<file path="config.mk">
export PLATFORM = sky130hd
export DESIGN_NAME = http_chunked_body_decoder_core
export DESIGN_NICKNAME = d
export VERILOG_FILES = /design/src/hdl/hcbd_pkg.sv /design/src/hdl/http_chunked_body_decoder_core.sv /design/src/hdl/hcbd_hdr_scan.sv /design/src/hdl/hcbd_step.sv
export SDC_FILE = /design/constraint.sdc
export NUM_CORES = 1
export LEC_CHECK = 0
export BUFFER_PORTS_ARGS = -buffer_cell sky130_fd_sc_hd__clkbuf_2
export CORE_AREA = 2 2 144 146
export CTS_CLUSTER_SIZE = 28
export DETAILED_ROUTE_END_ITERATION = 16
export DIE_AREA = 0 0 146 148
export GPL_TIMING_DRIVEN = 0
export HOLD_SLACK_MARGIN = 0.02
export PLACE_DENSITY = 0.48
export SYNTH_ARGS = -nofsm -noshare
export SYNTH_HDL_FRONTEND = slang
export SYNTH_SLANG_ARGS = --single-unit
</file>
<file path="constraint.sdc">
create_clock -name clk -period 4.35 [get_ports clk]
set_clock_uncertainty 0.05 [all_clocks]
set_input_delay 1.305 -clock clk [delete_from_list [all_inputs] [get_ports clk]]
set_output_delay 1.305 -clock clk [all_outputs]
set_load 0.01 [all_outputs]
</file>
<file path="src/hdl/hcbd_pkg.sv">
package hcbd_pkg;

  // Chunk size register width; the oversize check follows from it.
  localparam int LENGTH_BITS = 24;
  localparam int TOTAL_W     = 24;

  localparam logic [7:0] CHAR_CR = 8'h0d;
  localparam logic [7:0] CHAR_LF = 8'h0a;
  localparam logic [7:0] CHAR_C  = 8'h63;

  typedef enum logic [1:0] {
    KIND_FRAME   = 2'd0,
    KIND_HEADER  = 2'd1,
    KIND_RAW     = 2'd2,
    KIND_PAYLOAD = 2'd3
  } kind_t;

  typedef enum logic [2:0] {
    ST_RUN     = 3'd0,
    ST_DONE    = 3'd1,
    ST_ERROR   = 3'd2,
    ST_BOUNDARY = 3'd3,
    ST_RAW     = 3'd4
  } status_t;

  typedef struct packed {
    logic [7:0] in_byte;
    logic       in_last;
  } in_item_t;

  typedef struct packed {
    logic [7:0]         out_byte;
    kind_t              out_kind;
    status_t            msg_status;
    logic [TOTAL_W-1:0] decoded_total;
  } out_item_t;

  // Header matcher results for one byte.
  typedef struct packed {
    logic [2:0] word_match;
    logic [1:0] end_match;
    logic       chunked_seen;
    logic       hdr_end;
  } hdr_scan_t;

endpackage

</file>
<file path="src/hdl/http_chunked_body_decoder_core.sv">
// Decodes an HTTP response arriving one byte per transfer: header bytes pass
// through until CR LF CR LF, and a body whose header named "chunked" is
// de-chunked when decode_enable is set (sampled at the header end), otherwise
// passed raw. One result comes out per input byte, at a sustained rate of one
// byte per clock while out_stall is low. A byte is captured in the input
// register, and its result, formed combinationally from that byte and the
// decoder state, is loaded into the result register when the output is not
// stalled; the decoder state is updated at the same edge.
// Write cfg_wdata only while no response bytes are in flight.
module http_chunked_body_decoder_core (
  input  logic                clk,
  input  logic                rst_n,
  input  logic                in_valid,
  output logic                in_stall,
  input  hcbd_pkg::in_item_t  in_data,
  output logic                out_valid,
  input  logic                out_stall,
  output hcbd_pkg::out_item_t out_data,
  input  logic                cfg_we,
  input  logic                cfg_wdata
);
  import hcbd_pkg::*;

  in_item_t  in_r;
  logic      in_v_r;
  out_item_t out_r;
  logic      out_v_r;
  logic      decode_enable_r;

  out_item_t result;
  logic      out_ready;
  logic      adv;
  logic      in_take;

  assign out_ready = !out_v_r || !out_stall;
  assign adv       = in_v_r && out_ready;
  assign in_stall  = in_v_r && !out_ready;
  assign in_take   = in_valid && !in_stall;

  hcbd_step u_step (
    .clk           (clk),
    .rst_n         (rst_n),
    .adv           (adv),
    .item          (in_r),
    .decode_enable (decode_enable_r),
    .result        (result)
  );

  always_ff @(posedge clk) begin
    if (!rst_n) begin
      in_v_r          <= 1'b0;
      out_v_r         <= 1'b0;
      decode_enable_r <= 1'b1;
    end else begin
      in_v_r <= in_take || (in_v_r && !adv);
      if (out_ready) out_v_r <= adv;
      if (cfg_we) decode_enable_r <= cfg_wdata;
    end
  end

  // Payload registers hold while stalled.
  always_ff @(posedge clk) begin
    if (in_take) in_r <= in_data;
    if (adv) out_r <= result;
  end

  assign out_valid = out_v_r;
  assign out_data  = out_r;

endmodule

</file>
<file path="src/hdl/hcbd_hdr_scan.sv">
module hcbd_hdr_scan (
  input  logic [7:0]        in_byte,
  input  logic [2:0]        word_match,
  input  logic [1:0]        end_match,
  input  logic              chunked_seen,
  output hcbd_pkg::hdr_scan_t scan
);
  import hcbd_pkg::*;

  function automatic logic [7:0] word_char(input logic [2:0] idx);
    logic [7:0] ch;
    case (idx)
      3'd0:    ch = 8'h63; // c
      3'd1:    ch = 8'h68; // h
      3'd2:    ch = 8'h75; // u
      3'd3:    ch = 8'h6e; // n
      3'd4:    ch = 8'h6b; // k
      3'd5:    ch = 8'h65; // e
      3'd6:    ch = 8'h64; // d
      default: ch = 8'h00;
    endcase
    return ch;
  endfunction

  logic [7:0] end_char;

  // Header end is CR LF CR LF: even positions want CR, odd want LF.
  assign end_char = end_match[0] ? CHAR_LF : CHAR_CR;

  always_comb begin
    scan.chunked_seen = chunked_seen;
    scan.hdr_end      = 1'b0;

    if (in_byte == word_char(word_match)) begin
      if (word_match == 3'd6) begin
        scan.chunked_seen = 1'b1;
        scan.word_match   = 3'd0;
      end else begin
        scan.word_match = word_match + 3'd1;
      end
    end else begin
      scan.word_match = (in_byte == CHAR_C) ? 3'd1 : 3'd0;
    end

    if (in_byte == end_char) begin
      if (end_match == 2'd3) begin
        scan.end_match = 2'd0;
        scan.hdr_end   = 1'b1;
      end else begin
        scan.end_match = end_match + 2'd1;
      end
    end else begin
      scan.end_match = (in_byte == CHAR_CR) ? 2'd1 : 2'd0;
    end
  end

endmodule

</file>
<file path="src/hdl/hcbd_step.sv">
module hcbd_step (
  input  logic                clk,
  input  logic                rst_n,
  input  logic                adv,
  input  hcbd_pkg::in_item_t  item,
  input  logic                decode_enable,
  output hcbd_pkg::out_item_t result
);
  import hcbd_pkg::*;

  typedef enum logic [3:0] {
    PH_HDR     = 4'd0,
    PH_RAW     = 4'd1,
    PH_SIZE0   = 4'd2,
    PH_SIZE    = 4'd3,
    PH_SIZE_LF = 4'd4,
    PH_DATA    = 4'd5,
    PH_DATA_CR = 4'd6,
    PH_DATA_LF = 4'd7,
    PH_DONE    = 4'd8,
    PH_ERR     = 4'd9
  } phase_t;

  localparam logic [TOTAL_W-1:0] TOTAL_MAX = {TOTAL_W{1'b1}};

  // Returns {is_hex, nibble}.
  function automatic logic [4:0] hex_value(input logic [7:0] b);
    logic [4:0] r;
    if (b >= 8'h30 && b <= 8'h39) r = {1'b1, 4'(b - 8'h30)};
    else if (b >= 8'h61 && b <= 8'h66) r = {1'b1, 4'(b - 8'h57)};
    else if (b >= 8'h41 && b <= 8'h46) r = {1'b1, 4'(b - 8'h37)};
    else r = 5'd0;
    return r;
  endfunction

  phase_t                 phase_r, phase_nxt;
  logic [2:0]             word_match_r;
  logic [1:0]             end_match_r;
  logic                   chunked_seen_r;
  logic [LENGTH_BITS-1:0] size_accum_r, size_accum_nxt;
  logic [LENGTH_BITS-1:0] bytes_left_r, bytes_left_nxt;
  logic [TOTAL_W-1:0]     payload_count_r, payload_count_nxt;

  hdr_scan_t  scan;
  logic [4:0] hex;
  logic       size_ovf;
  kind_t      kind;
  status_t    status;

  hcbd_hdr_scan u_hdr_scan (
    .in_byte      (item.in_byte),
    .word_match   (word_match_r),
    .end_match    (end_match_r),
    .chunked_seen (chunked_seen_r),
    .scan         (scan)
  );

  assign hex      = hex_value(item.in_byte);
  // Shifting in one more digit would exceed the size range.
  assign size_ovf = |size_accum_r[LENGTH_BITS-1 -: 4];

  always_comb begin
    phase_nxt         = phase_r;
    size_accum_nxt    = size_accum_r;
    bytes_left_nxt    = bytes_left_r;
    payload_count_nxt = payload_count_r;
    kind              = KIND_FRAME;

    case (phase_r)
      PH_HDR: begin
        kind = KIND_HEADER;
        if (scan.hdr_end) begin
          phase_nxt = (decode_enable && scan.chunked_seen) ? PH_SIZE0 : PH_RAW;
        end
      end
      PH_RAW: begin
        kind = KIND_RAW;
      end
      PH_SIZE0, PH_SIZE: begin
        if (hex[4]) begin
          size_accum_nxt = {size_accum_r[LENGTH_BITS-5:0], hex[3:0]};
          phase_nxt      = size_ovf ? PH_ERR : PH_SIZE;
        end else if (item.in_byte == CHAR_CR) begin
          phase_nxt = PH_SIZE_LF;
        end else begin
          phase_nxt = PH_ERR;
        end
      end
      PH_SIZE_LF: begin
        if (item.in_byte == CHAR_LF) begin
          if (size_accum_r == '0) begin
            phase_nxt = PH_DONE;
          end else begin
            bytes_left_nxt = size_accum_r;
            size_accum_nxt = '0;
            phase_nxt      = PH_DATA;
          end
        end else begin
          phase_nxt = PH_ERR;
        end
      end
      PH_DATA: begin
        kind = KIND_PAYLOAD;
        if (payload_count_r != TOTAL_MAX) payload_count_nxt = payload_count_r + 1'b1;
        if (bytes_left_r != '0) bytes_left_nxt = bytes_left_r - 1'b1;
        if (bytes_left_nxt == '0) phase_nxt = PH_DATA_CR;
      end
      PH_DATA_CR: begin
        phase_nxt = (item.in_byte == CHAR_CR) ? PH_DATA_LF : PH_ERR;
      end
      PH_DATA_LF: begin
        phase_nxt = (item.in_byte == CHAR_LF) ? PH_SIZE0 : PH_ERR;
      end
      PH_DONE: begin
        phase_nxt = PH_DONE;
      end
      default: begin
        phase_nxt = PH_ERR;
      end
    endcase

    if (phase_nxt == PH_RAW) status = ST_RAW;
    else if (phase_nxt == PH_DONE) status = ST_DONE;
    else if (phase_nxt == PH_ERR) status = ST_ERROR;
    else if (item.in_last) begin
      if (phase_nxt == PH_HDR) status = ST_RAW;
      else if (phase_nxt == PH_SIZE0) status = ST_BOUNDARY;
      else status = ST_ERROR;
    end else begin
      status = ST_RUN;
    end
  end

  assign result.out_byte      = item.in_byte;
  assign result.out_kind      = kind;
  assign result.msg_status    = status;
  assign result.decoded_total = payload_count_nxt;

  always_ff @(posedge clk) begin
    if (!rst_n || (adv && item.in_last)) begin
      // Last byte of a response: start the next one from scratch.
      phase_r         <= PH_HDR;
      word_match_r    <= 3'd0;
      end_match_r     <= 2'd0;
      chunked_seen_r  <= 1'b0;
      size_accum_r    <= '0;
      bytes_left_r    <= '0;
      payload_count_r <= '0;
    end else if (adv) begin
      phase_r         <= phase_nxt;
      size_accum_r    <= size_accum_nxt;
      bytes_left_r    <= bytes_left_nxt;
      payload_count_r <= payload_count_nxt;
      if (phase_r == PH_HDR) begin
        word_match_r   <= scan.word_match;
        end_match_r    <= scan.end_match;
        chunked_seen_r <= scan.chunked_seen;
      end
    end
  end

endmodule

</file>
==> impl_metrics.py <==
metrics = {
    "floorplanning": {
        "die_w_um": 146,
        "rows": 52,
        "start_util": 0.345,
        "dieHeight_um": 148,
        "core_um2": 20000,
        "dieArea_um2": 21600,
        "ioPinCount": 54,
    },
    "layout": {
        "post-route-util": 0.407,
        "nFillCells": 2090,
        "final_nets": 869,
        "syn2layout_area_growth_pct": 18.0,
        "layout.cells.non_filler": 1128,
        "diodes": 0,
        "regArea_um2": 3080,
        "drive_above_1_share": 0.142,
        "multi_input_comb_area_um2": 3570,
    },
    "status": {
        "status": "finished clean",
    },
    "sta": {
        "hold_viol": 0,
        "slew_viol_final": 0,
        "worstMarginPinSlew_ns": 0.957,
        "tns_ns": 0,
        "rsz0062_at_grt": "no",
        "hold_slack_ns": 0.417,
        "post-route-period-util": 0.829,
        "min_period_ns": 3.60,
        "setup_viol": 0,
        "max_slew_margin": 0.358,
        "fmax_mhz": 277,
    },
    "yosys": {
        "synth_area_um2": 6910,
        "async_flop_share": 0,
        "synth_top_area_frac": 0.246,
        "synth.ff_latch_count": 131,
        "syn_area_per_cell_um2": 8.95,
        "yosys.area.top_type": "dfxtp_1",
        "yosysWarnings": 0,
        "synth.area.top_cells": "dfxtp_1 25%, edfxtp_1 20%, nor2_1 6.4%",
        "synth_cell_type_count": 76,
        "ys.flop_type": "dfxtp_1",
        "ys_seq_area_frac": 0.446,
        "synth_edf_count": 46,
        "synth_nets": 796,
        "synth_cells": 772,
    },
    "clock_network": {
        "postCtsHoldBufs": 0,
        "cts-htree-levels": 4,
        "clk_latency_ns": 0.42,
        "clkSinkCount": 131,
        "clk_pin_slew_ns": 0.06,
        "cts_buffer_depth": 2,
        "cts_buffers": 17,
        "post_cts_resized": 0,
        "post_cts_buffers": 0,
        "cts_tree": "done",
        "clock-root-buffer": "clkbuf_16",
    },
    "pwr": {
        "pwr-share-seq": 0.446,
        "power_frac_comb": 0.047,
        "power_mw": 2.95,
        "clkPwrFrac": 0.507,
        "powerDensity_nw_per_um2": 362,
        "vdd_drop_max_uv": 271,
        "leakage_nw": 2.92,
        "p_switching_uw": 685,
        "p_sw_frac": 0.232,
        "internal_power_mw": 2.27,
    },
    "global_route": {
        "grt_pass1_vias": 5824,
        "antenna_found_initial": 0,
        "grt_use_total": 0.182,
        "grt_max_degree": 37,
        "gr-total-overflow": 0,
        "grt_pass1_wl_um": 31000,
    },
    "setup_path": {
        "crit_required_ns": 4.58,
        "r2r_start": "in_r[1]",
        "end_kind": "flop",
        "worstSetupPathType": "reg2reg",
        "path_max_fanout": 10,
        "worstSetupStartpointType": "flop",
        "critPathArrivalTime_ns": 3.83,
        "reg2regPathDepth": 10,
        "r2r-end": "u_step.bytes_left_r[12]",
        "worst-r2r-setup-slack_ns": 0.75,
    },
    "job": {
        "drv_cap": 0,
    },
    "route": {
        "vias": 6158,
        "drc": 0,
        "routedWlPerCell_um": 17.1,
        "vias_per_cell": 5.46,
        "wirelength_um": 19300,
        "first_pass_iters": 5,
        "first_iter_violations": 376,
        "drtAntennaViolNets": 0,
    },
    "hold_path": {
        "hold-path-endpoint": "u_step.end_match_r[1]",
        "hold_class": "reg2reg",
        "hp-start": "u_step.end_match_r[1]",
        "whs_path_depth": 2,
    },
    "place": {
        "port_buffers": 53,
        "dp.cells": 1096,
        "gp_congestion": 0.905,
        "dp_hpwl_um": 14000,
    },
}
==> worst max-delay path, stage by stage, from the launching register on <==
cell and delay, ns:
edfxtp_1 0.56, inv_1 0.19, ha_1 0.15, nor2b_1 0.24, and3_1 0.23, o21ai_1 0.15, a211oi_1 0.84, clkbuf_1 0.58
o21ai_0 0.22, a22oi_1 0.20, nor2_1 0.05
==> state kept, by name, indices dropped and copies added, names as in the netlist <==
register,cells
u_step.bytes_left_r,24
u_step.word_match_r,3
in_r,9
out_data,37
u_step.chunked_seen_r,1
out_valid,1
decode_enable_r,1
u_step.payload_count_r,24
in_v_r,1
u_step.phase_r,4
u_step.end_match_r,2
u_step.size_accum_r,24
==> cell usage after synthesis, types with 16 or more instances <==
cell type	count
nor2_1	117
dfxtp_1	85
xnor2_1	37
nor4_1	16
nand2_1	67
nand4_1	19
a21oi_1	35
nor3_1	33
o21ai_0	36
edfxtp_1	46
nand3_1	24
a22oi_1	34
clkbuf_1	29
==> per-layer routing <==
metal  track usage  wire, um  vias up
li1              -         -     3005
met1         0.238      8810     2927
met2         0.300      9070      187
met3        0.0324       970       39
met4        0.0694       474        0
met5             0         0        -
==> kinds of logic (layout without fill, tap and decap cells) <==
logic type,count (synthesis),after routing,share of synthesized area
and+or+nand+nor,337,337,0.248
AOI/OAI and AO/OA,180,180,0.182
DFF,131,131,0.446
buffers and inverters,60,146,0.0369
xor gates and xnor gates,52,52,0.0659
adders and majority gates,9,9,0.0163
muxes,3,3,0.00453
==> worst max-delay path by stage <==
stage | startpoint | to | slack, ns
final | in_r[1] | u_step.bytes_left_r[12] | 0.75
after global routing | in_r[1] | u_step.bytes_left_r[12] | 0.35
after CTS | in_r[1] | u_step.bytes_left_r[12] | 0.77
after detailed placement | out_stall | u_step.bytes_left_r[12] | 0.53
after global placement | out_stall | u_step.size_accum_r[20] | -0.77
after floorplan | out_stall | u_step.size_accum_r[4] | 0.52
==> area by class of cell <==
class	instances	share of cell area
buffer	44	0.0241
clock inverter	14	0.0216
inverter	16	0.00737
clock buffer	18	0.0539
multi-input combinational	581	0.438
timing repair buffer	54	0.0350
tap	270	0.0414
sequential	131	0.378
==> placed cells by master (no fill, tap or decap), drive strengths merged, types with 3 or more instances in the layout <==
cell type / n
nor2: 117
clkbuf: 100
dfxtp: 85
nand2: 67
edfxtp: 46
o21ai: 39
xnor2: 37
a21oi: 36
nor3: 35
a22oi: 34
nand3: 24
nand4: 20
nor4: 20
inv: 19
buf: 16
xor2: 15
a211oi: 12
nor2b: 9
ha: 9
or4: 8
nor3b: 7
clkinv: 7
and3: 5
o21a: 5
and2: 5
a31oi: 5
a22o: 5
o31ai: 5
o211a: 4
o41ai: 4
or3: 4
and4: 3
o21bai: 3
nor4bb: 3
o32ai: 3
o31a: 3
bufinv: 3
nor4b: 3
==> stage by stage <==
step                worst slack, ns  instance area [um^2]
CTS                           0.771                  8150
global placement             -0.773                  7510
detailed placement            0.526                  7530
finish                        0.746                  8150
global route                  0.348                  8150
floorplan                     0.525                  6910
==> power groups by stage <==
| stage | Combinational (mW) | Clock (mW) | Sequential, mW |
|---|---|---|---|
| final | 0.138 | 1.50 | 1.32 |
| after global routing | 0.153 | 1.59 | 1.32 |
| after CTS | 0.140 | 1.53 | 1.32 |
| after detailed placement | 0.139 | 0 | 1.34 |
| after global placement | 0.135 | 0 | 1.34 |
| after floorplan | 0.0738 | 0 | 1.35 |
Power figures use the tool's default switching activity.
